`src/sv/nhwcnc_pkg.sv`:
```
// Shared widths, register indexes, step codes and control structs of the NHWC to NC1HWC0 generator.
package nhwcnc_pkg;

  // Offset arithmetic width; offsets wrap modulo 2**OFFSET_BITS.
  localparam int OFFSET_BITS = 48;
  localparam int LO_BITS     = OFFSET_BITS / 2;
  localparam int HI_BITS     = OFFSET_BITS - LO_BITS;

  // Largest channel block taken; larger settings are clamped to it.
  localparam int MAX_BLOCK   = 64;
  localparam int DIM_HW_MAX  = 4096;

  // Configuration register widths.
  localparam int N_W    = 16;
  localparam int H_W    = 13;
  localparam int W_W    = 13;
  localparam int C_W    = 16;
  localparam int C0_W   = 7;
  localparam int EB_W   = 4;
  localparam int CFG_W  = 16;
  localparam int CFG_IDX_W = 3;

  // Position counter widths.
  localparam int BAT_W  = 16;
  localparam int BLK_W  = 16;
  localparam int ROW_W  = 12;
  localparam int COL_W  = 12;
  localparam int LANE_W = $clog2(MAX_BLOCK);

  // Multiply-add operand widths.
  localparam int K_W    = 16;
  localparam int CIDX_W = BLK_W + C0_W;
  localparam int A_W    = CIDX_W;

  // Ceiling division of the channel count by the block size.
  localparam int DIV_W  = C_W + 1;

  // Register indexes on the configuration port.
  localparam logic [CFG_IDX_W-1:0] REG_DIM_N      = 3'd0;
  localparam logic [CFG_IDX_W-1:0] REG_DIM_H      = 3'd1;
  localparam logic [CFG_IDX_W-1:0] REG_DIM_W      = 3'd2;
  localparam logic [CFG_IDX_W-1:0] REG_DIM_C      = 3'd3;
  localparam logic [CFG_IDX_W-1:0] REG_BLOCK_C0   = 3'd4;
  localparam logic [CFG_IDX_W-1:0] REG_ELEM_BYTES = 3'd5;

  // Multiply-add steps of the offset computation.
  localparam int STEP_W = 3;
  localparam logic [STEP_W-1:0] STEP_BLOCK = 3'd0;
  localparam logic [STEP_W-1:0] STEP_ROW   = 3'd1;
  localparam logic [STEP_W-1:0] STEP_COL   = 3'd2;
  localparam logic [STEP_W-1:0] STEP_LANE  = 3'd3;
  localparam logic [STEP_W-1:0] STEP_SCALE = 3'd4;

  // Commands from the controller to the datapath.
  typedef struct packed {
    logic              accept;
    logic              div_start;
    logic              load;
    logic              mul_lo;
    logic              mul_hi;
    logic [STEP_W-1:0] step;
    logic              emit;
  } cmd_t;

  // Status from the datapath to the controller.
  typedef struct packed {
    logic go;
    logic c1_valid;
    logic div_busy;
    logic out_busy;
  } sts_t;

endpackage

```
`src/sv/nhwcnc_div.sv`:
```
// Iterative restoring divider, one quotient bit per cycle, for the channel block count.
module nhwcnc_div (
  input  logic                          clk,
  input  logic                          rst,
  input  logic                          start,
  input  logic [nhwcnc_pkg::DIV_W-1:0]  dividend,
  input  logic [nhwcnc_pkg::C0_W-1:0]   divisor,
  output logic                          busy,
  output logic                          done,
  output logic [nhwcnc_pkg::DIV_W-1:0]  quotient
);

  localparam int CNT_W = $clog2(nhwcnc_pkg::DIV_W + 1);

  logic [CNT_W-1:0]                count;
  logic [nhwcnc_pkg::C0_W-1:0]     rem;
  logic [nhwcnc_pkg::DIV_W-1:0]    quot;
  logic [nhwcnc_pkg::C0_W:0]       rem_sh;
  logic [nhwcnc_pkg::C0_W:0]       rem_sub;
  logic                            fits;

  assign rem_sh  = {rem, quot[nhwcnc_pkg::DIV_W-1]};
  assign fits    = rem_sh >= {1'b0, divisor};
  assign rem_sub = fits ? (rem_sh - {1'b0, divisor}) : rem_sh;

  always_ff @(posedge clk) begin
    if (rst) begin
      busy  <= 1'b0;
      done  <= 1'b0;
      count <= '0;
    end else begin
      done <= 1'b0;
      if (start) begin
        busy  <= 1'b1;
        count <= CNT_W'(nhwcnc_pkg::DIV_W);
      end else if (busy) begin
        count <= count - CNT_W'(1);
        if (count == CNT_W'(1)) begin
          busy <= 1'b0;
          done <= 1'b1;
        end
      end
    end
  end

  // The remainder stays below the divisor, so it fits the divisor's width.
  always_ff @(posedge clk) begin
    if (start) begin
      rem  <= '0;
      quot <= dividend;
    end else if (busy) begin
      rem  <= rem_sub[nhwcnc_pkg::C0_W-1:0];
      quot <= {quot[nhwcnc_pkg::DIV_W-2:0], fits};
    end
  end

  assign quotient = quot;

endmodule

```
`src/sv/nhwcnc_ctrl.sv`:
```
// Controller state machine that sequences divide, load, multiply-add steps and result hand-off.
module nhwcnc_ctrl (
  input  logic               clk,
  input  logic               rst,
  input  logic               in_valid,
  output logic               in_ready,
  input  nhwcnc_pkg::sts_t   sts,
  output nhwcnc_pkg::cmd_t   cmd
);

  typedef enum logic [5:0] {
    S_IDLE   = 6'b000001,
    S_DIV    = 6'b000010,
    S_LOAD   = 6'b000100,
    S_MUL_LO = 6'b001000,
    S_MUL_HI = 6'b010000,
    S_EMIT   = 6'b100000
  } state_t;

  state_t                          state;
  state_t                          state_next;
  logic [nhwcnc_pkg::STEP_W-1:0]   step;
  logic [nhwcnc_pkg::STEP_W-1:0]   step_next;

  always_comb begin
    state_next    = state;
    step_next     = step;
    in_ready      = 1'b0;
    cmd           = '0;
    cmd.step      = step;
    unique case (state)
      S_IDLE: begin
        in_ready = 1'b1;
        if (in_valid) begin
          cmd.accept = 1'b1;
          if (sts.go) begin
            if (sts.c1_valid) begin
              state_next = S_LOAD;
            end else begin
              cmd.div_start = 1'b1;
              state_next    = S_DIV;
            end
          end
        end
      end
      S_DIV: begin
        if (sts.c1_valid) begin
          state_next = S_LOAD;
        end
      end
      S_LOAD: begin
        cmd.load   = 1'b1;
        step_next  = nhwcnc_pkg::STEP_BLOCK;
        state_next = S_MUL_LO;
      end
      S_MUL_LO: begin
        cmd.mul_lo = 1'b1;
        state_next = S_MUL_HI;
      end
      S_MUL_HI: begin
        cmd.mul_hi = 1'b1;
        if (step == nhwcnc_pkg::STEP_SCALE) begin
          state_next = S_EMIT;
        end else begin
          step_next  = step + nhwcnc_pkg::STEP_W'(1);
          state_next = S_MUL_LO;
        end
      end
      S_EMIT: begin
        if (!sts.out_busy) begin
          cmd.emit   = 1'b1;
          state_next = S_IDLE;
        end
      end
      default: begin
        state_next = S_IDLE;
      end
    endcase
  end

  always_ff @(posedge clk) begin
    if (rst) begin
      state <= S_IDLE;
      step  <= nhwcnc_pkg::STEP_BLOCK;
    end else begin
      state <= state_next;
      step  <= step_next;
    end
  end

endmodule

```
`src/sv/nhwcnc_dp.sv`:
```
// Datapath: configuration, position counters, divider, offset multiply-add and result register.
module nhwcnc_dp (
  input  logic                                  clk,
  input  logic                                  rst,
  input  logic                                  cfg_we,
  input  logic [nhwcnc_pkg::CFG_IDX_W-1:0]      cfg_index,
  input  logic [nhwcnc_pkg::CFG_W-1:0]          cfg_data,
  input  logic                                  restart,
  input  nhwcnc_pkg::cmd_t                      cmd,
  output nhwcnc_pkg::sts_t                      sts,
  output logic                                  out_valid,
  input  logic                                  out_ready,
  output logic [nhwcnc_pkg::OFFSET_BITS-1:0]    dst_byte_off,
  output logic [nhwcnc_pkg::OFFSET_BITS-1:0]    src_byte_off,
  output logic                                  pad,
  output logic                                  last
);

  localparam int OB    = nhwcnc_pkg::OFFSET_BITS;
  localparam int LO    = nhwcnc_pkg::LO_BITS;
  localparam int HI    = nhwcnc_pkg::HI_BITS;
  localparam int KW    = nhwcnc_pkg::K_W;
  localparam int AW    = nhwcnc_pkg::A_W;
  localparam int PL_W  = LO + KW;
  localparam int C0_W  = nhwcnc_pkg::C0_W;
  localparam int H_W   = nhwcnc_pkg::H_W;
  localparam int W_W   = nhwcnc_pkg::W_W;
  localparam int CI_W  = nhwcnc_pkg::CIDX_W;
  localparam int DIV_W = nhwcnc_pkg::DIV_W;
  localparam int BLK_X = nhwcnc_pkg::BLK_W + 1;
  localparam int BAT_X = nhwcnc_pkg::BAT_W + 1;

  // Configuration registers.
  logic [nhwcnc_pkg::N_W-1:0]   dim_n;
  logic [H_W-1:0]               dim_h;
  logic [W_W-1:0]               dim_w;
  logic [nhwcnc_pkg::C_W-1:0]   dim_c;
  logic [C0_W-1:0]              block_c0;
  logic [nhwcnc_pkg::EB_W-1:0]  elem_bytes;

  // Position of the next element.
  logic [nhwcnc_pkg::BAT_W-1:0]  batch_count;
  logic [nhwcnc_pkg::BLK_W-1:0]  block_count;
  logic [nhwcnc_pkg::ROW_W-1:0]  row_count;
  logic [nhwcnc_pkg::COL_W-1:0]  col_count;
  logic [nhwcnc_pkg::LANE_W-1:0] lane_count;
  logic                          active;

  logic [nhwcnc_pkg::BLK_W-1:0]  c1;
  logic                          c1_valid;
  logic                          div_busy;
  logic                          div_done;
  logic [DIV_W-1:0]              div_quot;

  logic [C0_W-1:0] c0_eff;
  logic [H_W-1:0]  h_eff;
  logic [W_W-1:0]  w_eff;
  logic            empty;

  logic [CI_W-1:0] cidx;
  logic [OB-1:0]   acc_d;
  logic [OB-1:0]   acc_s;
  logic [PL_W-1:0] p_lo_d;
  logic [PL_W-1:0] p_lo_s;
  logic [HI-1:0]   hi_d;
  logic [HI-1:0]   hi_s;
  logic [KW-1:0]   k_d;
  logic [KW-1:0]   k_s;
  logic [AW-1:0]   a_d;
  logic [AW-1:0]   a_s;

  logic e_lane, e_col, e_row, e_blk, e_bat;
  logic last_now, pad_now;

  assign c0_eff = (block_c0 > C0_W'(nhwcnc_pkg::MAX_BLOCK)) ?
                  C0_W'(nhwcnc_pkg::MAX_BLOCK) : block_c0;
  assign h_eff  = (dim_h > H_W'(nhwcnc_pkg::DIM_HW_MAX)) ?
                  H_W'(nhwcnc_pkg::DIM_HW_MAX) : dim_h;
  assign w_eff  = (dim_w > W_W'(nhwcnc_pkg::DIM_HW_MAX)) ?
                  W_W'(nhwcnc_pkg::DIM_HW_MAX) : dim_w;
  assign empty  = (dim_n == '0) || (dim_h == '0) || (dim_w == '0) || (dim_c == '0) ||
                  (c0_eff == '0) || (elem_bytes == '0);

  // A counter counts as at its end once its successor reaches the limit.
  assign e_lane = (C0_W'(lane_count) + C0_W'(1)) >= c0_eff;
  assign e_col  = (W_W'(col_count) + W_W'(1)) >= w_eff;
  assign e_row  = (H_W'(row_count) + H_W'(1)) >= h_eff;
  assign e_blk  = (BLK_X'(block_count) + BLK_X'(1)) >= BLK_X'(c1);
  assign e_bat  = (BAT_X'(batch_count) + BAT_X'(1)) >= BAT_X'(dim_n);
  assign last_now = e_lane && e_col && e_row && e_blk && e_bat;
  assign pad_now  = cidx >= CI_W'(dim_c);

  assign sts.go       = (restart || active) && !empty;
  assign sts.c1_valid = c1_valid;
  assign sts.div_busy = div_busy;
  assign sts.out_busy = out_valid && !out_ready;

  always_ff @(posedge clk) begin
    if (rst) begin
      dim_n      <= nhwcnc_pkg::N_W'(1);
      dim_h      <= H_W'(1);
      dim_w      <= W_W'(1);
      dim_c      <= nhwcnc_pkg::C_W'(1);
      block_c0   <= C0_W'(16);
      elem_bytes <= nhwcnc_pkg::EB_W'(2);
    end else if (cfg_we) begin
      unique case (cfg_index)
        nhwcnc_pkg::REG_DIM_N:      dim_n      <= cfg_data[nhwcnc_pkg::N_W-1:0];
        nhwcnc_pkg::REG_DIM_H:      dim_h      <= cfg_data[H_W-1:0];
        nhwcnc_pkg::REG_DIM_W:      dim_w      <= cfg_data[W_W-1:0];
        nhwcnc_pkg::REG_DIM_C:      dim_c      <= cfg_data[nhwcnc_pkg::C_W-1:0];
        nhwcnc_pkg::REG_BLOCK_C0:   block_c0   <= cfg_data[C0_W-1:0];
        nhwcnc_pkg::REG_ELEM_BYTES: elem_bytes <= cfg_data[nhwcnc_pkg::EB_W-1:0];
        default: ;
      endcase
    end
  end

  // The block count follows the channel count and block size; a write to either
  // makes it stale until the divider has run again.
  nhwcnc_div u_div (
    .clk      (clk),
    .rst      (rst),
    .start    (cmd.div_start),
    .dividend (DIV_W'(dim_c) + DIV_W'(c0_eff) - DIV_W'(1)),
    .divisor  (c0_eff),
    .busy     (div_busy),
    .done     (div_done),
    .quotient (div_quot)
  );

  always_ff @(posedge clk) begin
    if (rst) begin
      c1_valid <= 1'b0;
    end else if (cfg_we && (cfg_index == nhwcnc_pkg::REG_DIM_C ||
                            cfg_index == nhwcnc_pkg::REG_BLOCK_C0)) begin
      c1_valid <= 1'b0;
    end else if (div_done) begin
      c1_valid <= 1'b1;
    end
  end

  always_ff @(posedge clk) begin
    if (div_done) begin
      c1 <= div_quot[nhwcnc_pkg::BLK_W-1:0];
    end
  end

  // Position counters: cleared by a restart, advanced when a result is emitted.
  always_ff @(posedge clk) begin
    if (rst) begin
      batch_count <= '0;
      block_count <= '0;
      row_count   <= '0;
      col_count   <= '0;
      lane_count  <= '0;
      active      <= 1'b0;
    end else if (cmd.accept) begin
      if (restart) begin
        batch_count <= '0;
        block_count <= '0;
        row_count   <= '0;
        col_count   <= '0;
        lane_count  <= '0;
      end
      active <= sts.go;
    end else if (cmd.emit) begin
      if (last_now) begin
        batch_count <= '0;
        block_count <= '0;
        row_count   <= '0;
        col_count   <= '0;
        lane_count  <= '0;
        active      <= 1'b0;
      end else if (!e_lane) begin
        lane_count <= lane_count + nhwcnc_pkg::LANE_W'(1);
      end else begin
        lane_count <= '0;
        if (!e_col) begin
          col_count <= col_count + nhwcnc_pkg::COL_W'(1);
        end else begin
          col_count <= '0;
          if (!e_row) begin
            row_count <= row_count + nhwcnc_pkg::ROW_W'(1);
          end else begin
            row_count <= '0;
            if (!e_blk) begin
              block_count <= block_count + nhwcnc_pkg::BLK_W'(1);
            end else begin
              block_count <= '0;
              batch_count <= batch_count + nhwcnc_pkg::BAT_W'(1);
            end
          end
        end
      end
    end
  end

  // Operands of each step: acc = acc * k + a, for destination and source.
  always_comb begin
    case (cmd.step)
      nhwcnc_pkg::STEP_BLOCK: begin
        k_d = c1;                   a_d = AW'(block_count);
        k_s = KW'(1);               a_s = '0;
      end
      nhwcnc_pkg::STEP_ROW: begin
        k_d = KW'(h_eff);           a_d = AW'(row_count);
        k_s = KW'(h_eff);           a_s = AW'(row_count);
      end
      nhwcnc_pkg::STEP_COL: begin
        k_d = KW'(w_eff);           a_d = AW'(col_count);
        k_s = KW'(w_eff);           a_s = AW'(col_count);
      end
      nhwcnc_pkg::STEP_LANE: begin
        k_d = KW'(c0_eff);          a_d = AW'(lane_count);
        k_s = KW'(dim_c);           a_s = AW'(cidx);
      end
      nhwcnc_pkg::STEP_SCALE: begin
        k_d = KW'(elem_bytes);      a_d = '0;
        k_s = KW'(elem_bytes);      a_s = '0;
      end
      default: begin
        k_d = '0;                   a_d = '0;
        k_s = '0;                   a_s = '0;
      end
    endcase
  end

  // Only the low HI_BITS bits of the upper partial product survive the wrap.
  assign hi_d = HI'(acc_d[OB-1:LO]) * HI'(k_d);
  assign hi_s = HI'(acc_s[OB-1:LO]) * HI'(k_s);

  always_ff @(posedge clk) begin
    if (cmd.load) begin
      cidx  <= CI_W'(block_count) * CI_W'(c0_eff) + CI_W'(lane_count);
      acc_d <= OB'(batch_count);
      acc_s <= OB'(batch_count);
    end else if (cmd.mul_lo) begin
      p_lo_d <= PL_W'(acc_d[LO-1:0]) * PL_W'(k_d);
      p_lo_s <= PL_W'(acc_s[LO-1:0]) * PL_W'(k_s);
    end else if (cmd.mul_hi) begin
      acc_d <= {hi_d, {LO{1'b0}}} + OB'(p_lo_d) + OB'(a_d);
      acc_s <= {hi_s, {LO{1'b0}}} + OB'(p_lo_s) + OB'(a_s);
    end
  end

  always_ff @(posedge clk) begin
    if (rst) begin
      out_valid <= 1'b0;
    end else if (cmd.emit) begin
      out_valid <= 1'b1;
    end else if (out_ready) begin
      out_valid <= 1'b0;
    end
  end

  always_ff @(posedge clk) begin
    if (cmd.emit) begin
      dst_byte_off <= acc_d;
      src_byte_off <= pad_now ? '0 : acc_s;
      pad          <= pad_now;
      last         <= last_now;
    end
  end

endmodule

```
`src/sv/nhwc_to_nc1hwc0_address_gen_top.sv`:
```
// Top level of the NHWC to NC1HWC0 address generator: controller, datapath and checks.
// An item with a result runs the load, the five multiply-add steps and the hand-off, which waits
// while an untaken result is held; out_valid is registered from it. An item with no result (empty
// tensor, or advance with no pass running) is done in the cycle it is taken. A new item is taken
// only after the previous hand-off; the first after a write to dim_c or block_c0 also runs the
// bit-serial divider. Synchronous active-high reset restores the register defaults and idles.
module nhwc_to_nc1hwc0_address_gen_top (
  input  logic                                  clk,
  input  logic                                  rst,
  input  logic                                  cfg_we,
  input  logic [nhwcnc_pkg::CFG_IDX_W-1:0]      cfg_index,
  input  logic [nhwcnc_pkg::CFG_W-1:0]          cfg_data,
  input  logic                                  in_valid,
  output logic                                  in_ready,
  input  logic                                  restart,
  output logic                                  out_valid,
  input  logic                                  out_ready,
  output logic [nhwcnc_pkg::OFFSET_BITS-1:0]    dst_byte_off,
  output logic [nhwcnc_pkg::OFFSET_BITS-1:0]    src_byte_off,
  output logic                                  pad,
  output logic                                  last
);

  nhwcnc_pkg::cmd_t cmd;
  nhwcnc_pkg::sts_t sts;

  // The controller accepts an item only when idle, then walks the datapath through the
  // divide (when the block count is stale), the operand load, the multiply-add steps and
  // the hand-off into the result register. The result register lets a new item be taken
  // while the previous result still waits downstream.
  nhwcnc_ctrl u_ctrl (
    .clk      (clk),
    .rst      (rst),
    .in_valid (in_valid),
    .in_ready (in_ready),
    .sts      (sts),
    .cmd      (cmd)
  );

  // The datapath holds the configuration, the position counters and both offset
  // accumulators; a result is written only when the output register is free.
  nhwcnc_dp u_dp (
    .clk          (clk),
    .rst          (rst),
    .cfg_we       (cfg_we),
    .cfg_index    (cfg_index),
    .cfg_data     (cfg_data),
    .restart      (restart),
    .cmd          (cmd),
    .sts          (sts),
    .out_valid    (out_valid),
    .out_ready    (out_ready),
    .dst_byte_off (dst_byte_off),
    .src_byte_off (src_byte_off),
    .pad          (pad),
    .last         (last)
  );

  // A new result never overwrites one that is still waiting to be taken.
  assert property (@(posedge clk) disable iff (rst)
    cmd.emit |-> (!out_valid || out_ready))
    else $error("result written over a pending result");

  // The output becomes valid only through an emit from the controller.
  assert property (@(posedge clk) disable iff (rst)
    $rose(out_valid) |-> $past(cmd.emit))
    else $error("output valid raised without an emit");

  // No item is taken while the divider is still deriving the block count.
  assert property (@(posedge clk) disable iff (rst)
    sts.div_busy |-> !in_ready)
    else $error("input ready while the divider is busy");

endmodule
```
`config.mk`:
```
export PLATFORM = sky130hd
export DESIGN_NAME = nhwc_to_nc1hwc0_address_gen_top
export DESIGN_NICKNAME = d
export VERILOG_FILES = /design/src/sv/nhwcnc_pkg.sv /design/src/sv/nhwcnc_div.sv /design/src/sv/nhwcnc_ctrl.sv /design/src/sv/nhwcnc_dp.sv /design/src/sv/nhwc_to_nc1hwc0_address_gen_top.sv
export SDC_FILE = /design/constraint.sdc
export NUM_CORES = 2
export LEC_CHECK = 0
export BUFFER_PORTS_ARGS = -buffer_cell sky130_fd_sc_hd__buf_4
export CAP_MARGIN = 20
export CORE_MARGIN = 2
export CORE_UTILIZATION = 50
export DETAILED_ROUTE_END_ITERATION = 12
export GPL_ROUTABILITY_DRIVEN = 0
export PLACE_DENSITY = 0.71
export SLEW_MARGIN = 0
export SYNTH_ARGS = -nofsm -noshare
export SYNTH_HDL_FRONTEND = slang
export SYNTH_SLANG_ARGS = --single-unit
```
`constraint.sdc`:
```
create_clock -name clk -period 10.8 [get_ports clk]
set_clock_uncertainty 0.2 [all_clocks]
set_input_delay 0.54 -clock clk [delete_from_list [all_inputs] [get_ports clk]]
set_output_delay 0.54 -clock clk [all_outputs]
set_load 0.05 [all_outputs]
```
Yosys cells after proc, flatten, opt, wreduce, memory -nomap -nowiden
Cells that the tools add are included.
{"block": "word_totals", "in_bits": 25, "word_cells": 227, "output_inout_bits": 100, "regBits": 487}
{"block": "op_classes", "mul": 5, "eq_ne": 23, "addsub": 20, "bitwise": 3, "reduce_logical": 54, "n_mux": 78, "order_cmp": 10}
{"op": "$mux 16", "count": 21}
{"op": "$pmux 16 s5", "count": 2}
{"op": "$mux 12", "count": 12}
{"op": "$add 48x40->48", "count": 2}
{"op": "$mul 24x16->40", "count": 2}
{"op": "$pmux 23 s3", "count": 1}
{"op": "$pmux 16 s4", "count": 1}
{"op": "$mux 6", "count": 10}
{"op": "$add 48x16->48", "count": 1}
{"op": "$add 48x23->48", "count": 1}
{"op": "$mul 24x16->24", "count": 2}
{"op": "$pmux 6 s6", "count": 1}
{"op": "$add 16x1->17 const B", "count": 2}
{"op": "$ge 17x16->1", "count": 2}
{"op": "$mux 17", "count": 2}
{"op": "$add 16x1->16 const B", "count": 2}
{"op": "$logic_not 16->1", "count": 2}
{"op": "$add 12x1->13 const B", "count": 2}
{"op": "$ge 13x13->1", "count": 2}
{"op": "$gt 13x13->1 const B", "count": 2}
{"op": "$logic_not 13->1", "count": 2}
{"op": "$mux 13", "count": 2}
{"op": "$add 12x1->12 const B", "count": 2}
{"op": "$reduce_and 2->1", "count": 12}
{"op": "other kinds (46)", "count": 103}

Longest topological paths before layout
{"block": "depth", "depth_word": 13, "mapped_depth": 40, "depth_no_buf": 37}

Hierarchy
A second synthesis with hierarchy kept.
{"block": "unflattened", "cells_unflattened": 7714, "hier_area_um2": 69616.8}
{"module": "nhwcnc_dp", "cells_each": 7475, "n_inst": 1, "seq_area_each_um2": 11441.0, "area_each_um2": 67199.4}
{"module": "nhwcnc_div", "cells_each": 166, "n_inst": 1, "seq_area_each_um2": 790.8, "area_each_um2": 1831.8}
{"module": "nhwcnc_ctrl", "cells_each": 73, "n_inst": 1, "seq_area_each_um2": 180.2, "area_each_um2": 585.6}

Least setup slack after synthesis
No wires, ideal clock.
{"block": "synth_timing", "path_kind": "reg-to-reg", "from": "register u_ctrl.step[2] (netlist bit)", "to": "register u_dp.acc_d[47]", "n_path_buf": 5, "path_stages_with_launch": 38, "setup_slack_ps": 2485, "t_arrival_ps": 7998, "setup_time_ps": 117, "t_required_ps": 10483, "cell_sequence": "dfxtp_1 -> buf_4 -> inv_1 -> ha_1 -> buf_2 -> buf_1 -> a22oi_1 -> a21oi_1 -> clkbuf_1 -> clkbuf_1 -> nand2_1 -> fa_1 -> inv_1 -> fa_1 -> ha_1 -> fa_1 -> inv_1 -> fa_1 -> [2 not listed] -> ha_1 -> or2_2 -> a41oi_1 -> o21bai_1 -> a21oi_1 -> xnor2_1 -> ha_1 -> nand2_1 -> a21oi_1 -> a221o_1 -> nor2_1 -> a21oi_1 -> nand3_1 -> o22ai_1 -> o21ba_2 -> nand4_1 -> xnor2_1 -> a22o_1"}
{"block": "synth_via", "elab_chain_len": 5, "word_cells_on_any_way": 10}
{"element": "start, declared", "line": "nhwcnc_ctrl.sv:22", "text": "logic [nhwcnc_pkg::STEP_W-1:0] step;"}
{"element": "start signal, assigned", "line": "nhwcnc_ctrl.sv:84", "text": "step <= nhwcnc_pkg::STEP_BLOCK;"}
{"element": "start signal, assigned", "line": "nhwcnc_ctrl.sv:87", "text": "step <= step_next;"}
{"element": "$eq 3x3->1, or another cell as far along", "line": "nhwcnc_dp.sv:201", "text": "case (cmd.step)"}
{"element": "$pmux 16 s5", "line": "nhwcnc_dp.sv:201"}
{"element": "$mul 24x16->24", "line": "nhwcnc_dp.sv:230", "text": "assign hi_d = HI'(acc_d[OB-1:LO]) * HI'(k_d);"}
{"element": "$add 48x40->48", "line": "nhwcnc_dp.sv:242", "text": "acc_d <= {hi_d, {LO{1'b0}}} + OB'(p_lo_d) + OB'(a_d);"}
{"element": "$add 48x16->48 (*)", "line": "nhwcnc_dp.sv:242"}
{"element": "end signal, assigned", "line": "nhwcnc_dp.sv:236", "text": "acc_d <= OB'(batch_count);"}
{"element": "end signal, assigned", "line": "nhwcnc_dp.sv:242"}
{"element": "end, declared", "line": "nhwcnc_dp.sv:61", "text": "logic [OB-1:0] acc_d;"}
Every way passes the cells marked *; elsewhere a longest branch is shown, timed or not.
A chain may end at the register's enable or synchronous reset.

Worst setup path in the final report
{"block": "layout_timing", "from": "register u_ctrl.step[2] (netlist bit)", "to": "register u_dp.acc_s[47]"}
{"block": "layout_via", "elab_chain_len": 5, "word_cells_on_any_way": 10}
{"element": "$eq 3x3->1, or another cell as far along", "line": "nhwcnc_dp.sv:201"}
{"element": "$pmux 16 s5", "line": "nhwcnc_dp.sv:201"}
{"element": "$mul 24x16->24", "line": "nhwcnc_dp.sv:231", "text": "assign hi_s = HI'(acc_s[OB-1:LO]) * HI'(k_s);"}
{"element": "$add 48x40->48", "line": "nhwcnc_dp.sv:243", "text": "acc_s <= {hi_s, {LO{1'b0}}} + OB'(p_lo_s) + OB'(a_s);"}
{"element": "$add 48x23->48 (*)", "line": "nhwcnc_dp.sv:243"}
{"element": "end signal, assigned", "line": "nhwcnc_dp.sv:237", "text": "acc_s <= OB'(batch_count);"}
{"element": "end signal, assigned", "line": "nhwcnc_dp.sv:243"}
{"element": "end, declared", "line": "nhwcnc_dp.sv:62", "text": "logic [OB-1:0] acc_s;"}
Marks and branches as above.

==> summary.md <==
| Metric | Value |
|---|---|
| Outcome | completed |
| Worst EP required | 11.09 ns |
| Compound-Gate Fraction of Synth Area | 9.17% |
| Post-DP HPWL | 150,000 um |
| R2R cell count | 28 |
| Crit-path leading delay family | adder cells |
| Dpl ws | 1.22 ns |
| Layout cell share with drive strength beyond 1 | 5.22% |
| Syn nets | 9,329 |
| Port bufs | 124 |
| Vias per cell | 5.72 |
| CTS Root Cell | clkbuf_16 |
| First-pass detailed-route iteration total | 10 |
| Primary FF master, synth | edfxtp_1 |
| Worst-path clk slew | 0.07 ns |
| Pwr Total | 4.85 mW |
| Antenna Violating Nets Remaining | 0 |
| Critical path launch point type | flip-flop |
| Ys Warns | 0 |
| Hold path depth | 4 |
| Cells after synthesis | 7,641 |
| Area contributors post-synth | fa_1 31%, edfxtp_1 12%, ha_1 11% |
| Pin count of the biggest net entering global routing | 79 |
| Max-Cap Viols | 0 |
| Register-to-register setup slack | 0.95 ns |
| Crit. End Element | flip-flop |
| CTS Buf Count | 58 |
| Area Overhead vs Synth | 7.52% |
| Util after Layout | 54.0% |
| Worst-Margin Slew | 1.25 ns |
| Unique masters post-synth | 82 |
| Power per cell area | 65.6 mW/mm2 |
| Initial DRC Count | 4,943 |
| Final Hold Viols | 0 |
| Sequential fraction of the synthesis area | 18.0% |
| CTS tree | built |
| Max-slew headroom | 17.0% |
| Worst r2r dst | u_dp.acc_s[47] |
| NumNets Final | 9,298 |
| Setup Buffers After CTS | 0 |
| DRC viols | 0 |
| Initial Util | 50.2% |
| First-pass GRT wire length | 313,000 um |
| Adder-Cell Fraction of Synth Area | 42.0% |
| Most Frequent Cell on Critical Path | fa_1 |
| Synth Area in XOR/XNOR | 4.19% |
| Reg-to-reg startpoint | u_ctrl.step[2] |
| Endpoint, Worst Hold | u_dp.dim_h[9] |
| Final worst slack | 0.952 ns |
| Core Region | 0.137 mm2 |
| Min-delay worst type | in2reg |
| Critical path class | reg2reg |
| Avg Cell Area, Syn | 9.00 um2 |
| Leakage | 33.4 nW |
| FMAX | 0.102 GHz |
| Fill cells | 12,100 |
| Routed wire length | 197,000 um |
| Most frequent cell after synthesis | nand2_1 |
| Total grt overflow | 0 |
| Mux cell area share after synthesis | 0.293% |
| Post-Syn Area | 0.0688 mm2 |
| Hold path startpoint | cfg_index[2] |
| Crit-path slowest cell | nor3b_2 |
| # IOs | 125 |
| Clock Tree Buf Depth | 3 |
| Post-DR wirelength/cell | 20.8 um |
| Async SR Flop Fraction | 0% |
| Via count | 54,100 |
| Gr usage total | 28.4% |
| Crit Path Max Fanout | 28 |
| Die Y-Extent | 375 um |
| Period minus WS final | 9.85 ns |
| Top-area cell type share of the netlist area | 31.3% |
| Die width | 375 um |
| CTS H-tree depth | 2 |
| VDD IR-drop max | 0.132 mV |
| WP buf/inv | 4 |
| Clock Sink Count | 487 |
| Biggest area consumer among synthesized cells | fa_1 |
| Simple-gate area share of the yosys netlist | 17.3% |
| Clock latency at the later pin of the worst-skew pair | 0.72 ns |
| Initial antenna violation count | 3 |
| Largest family of logic cells by synthesized area | adder cells |
| RSZ-0062 raised after global routing | no |
| Die Area | 0.141 mm2 |
| Max incr delay on CP | 0.83 ns |
| Final setup violation count | 0 |
| Post-synthesis sequential element count | 487 |
| Number of synthesized flops with an enable pin | 266 |
| Fin crit share | 91.2% |
| Worst endpoint data arrival time | 10.14 ns |
| Max Transition Viols Final | 0 |
| Post-synth top cells | 1,323 x nand2_1, 1,296 x inv_1, 1,075 x fa_1, 588 x ha_1, 557 x and2_1 |
| Vias in the first global route | 56,000 |
| Setup tns final | 0 ns |
| Row count | 136 |
-- routing by layer --
metal / vias up / share of wire [%] / global-route usage, %
met5: - / 0 / 0
met3: 493 / 8.9 / 4.58
li1: 24000 / - / -
met1: 27100 / 40 / 37.7
met4: 0 / 4.7 / 11.4
met2: 2485 / 46 / 46.4
-- worst max-delay path by stage --
stage	from	to	slack [ns]	cells past startpoint
floorplan	u_ctrl.step[2]	u_dp.acc_d[47]	2.48	37
global placement	u_ctrl.step[2]	u_dp.p_lo_s[39]	1.45	27
detailed placement	u_ctrl.step[2]	u_dp.p_lo_s[39]	1.22	27
CTS	u_ctrl.step[2]	u_dp.acc_s[47]	1.17	28
global route	u_ctrl.step[2]	u_dp.acc_s[43]	0.45	30
finish	u_ctrl.step[2]	u_dp.acc_s[47]	0.95	28
-- per-stage QoR --
| stage | instances | instance area (um2) | hold slack (ns) |
|---|---|---|---|
| global route | 9452 | 74000 | 0.0735 |
| detailed placement | 9320 | 71700 | 0.237 |
| finish | 9454 | 74000 | 0.0799 |
| CTS | 9449 | 73900 | 0.0347 |
| global placement | 9319 | 71700 | 0.235 |
| floorplan | 7641 | 68800 | 0.206 |
-- worst register-to-register path: cells and delay by family, from the launching register on --
family | cells | cell delay, ns
compound gates | 7 | 2.65
xor+xnor | 2 | 0.33
fa+ha+maj | 8 | 3.71
buf+inv | 4 | 0.22
flops | 1 | 0.58
simple gates | 7 | 1.95
-- cell usage in the layout (no fill, tap or decap), types with 44 or more instances in the layout --
cell / instances
and2_1: 557
nand2_1: 1323
and3_1: 87
nor2b_1: 53
clkbuf_16: 59
xnor2_1: 207
fa_1: 1075
buf_4: 234
nand3_1: 76
a21oi_1: 330
edfxtp_1: 266
nor2_1: 167
a21o_1: 115
o21ai_0: 190
xor2_1: 114
o21a_1: 54
ha_1: 587
dfxtp_1: 221
nor3_1: 47
inv_1: 1295
nand2b_1: 44
-- cell families after synthesis --
logic type | count (synthesis)
buffers and inverters | 1647
adders and majority gates | 1663
muxes | 20
xor gates and xnor gates | 324
and+or+nand+nor | 2504
DFF | 487
AOI/OAI and AO/OA | 996
-- what timing repair did --
action | CTS | global route
endpoints found under the hold margin | 72 | 0
hold buffers | 21 | 0
gates resized for setup | 0 | 0
-- state kept, by name, summed over array words and instances, names as in the netlist, 4 cells and up --
signal               count
u_dp.u_div.count         5
u_dp.dim_w              13
u_dp.cidx               23
u_dp.dim_h              13
u_dp.src_byte_off       48
u_dp.p_lo_s             40
u_dp.batch_count        16
u_ctrl.state             6
u_dp.p_lo_d             40
u_dp.u_div.rem           7
u_dp.dst_byte_off       48
u_dp.elem_bytes          4
u_dp.u_div.quotient     17
u_dp.block_count        16
u_dp.c1                 16
u_dp.dim_n              16
u_dp.col_count          12
u_dp.acc_s              48
u_dp.lane_count          6
u_dp.block_c0            7
u_dp.acc_d              48
u_dp.dim_c              16
u_dp.row_count          12
-- report_power, final --
group | internal [mW] | leakage (nW) | switching (mW) | total (mW)
logic | 0.307 | 28.1 | 0.453 | 0.760
registers | 2.01 | 4.32 | 0.0351 | 2.04
clock network | 1.16 | 0.962 | 0.889 | 2.05
total | 3.48 | 33.4 | 1.38 | 4.85
-- area by class of cell --
type                       instances  area [um2]  share of cell area (%)
inverter                        1298        4870                    6.59
clock buffer                      81        1670                    2.26
antenna                            2        5.00                 0.00677
multi-input combinational       5507       50400                    68.2
sequential                       487       12400                    16.8
tap                             1794        2240                    3.03
clock inverter                    27         322                   0.435
timing repair buffer             258        2020                    2.73
Note: power is estimated with default switching activity, not from simulation.
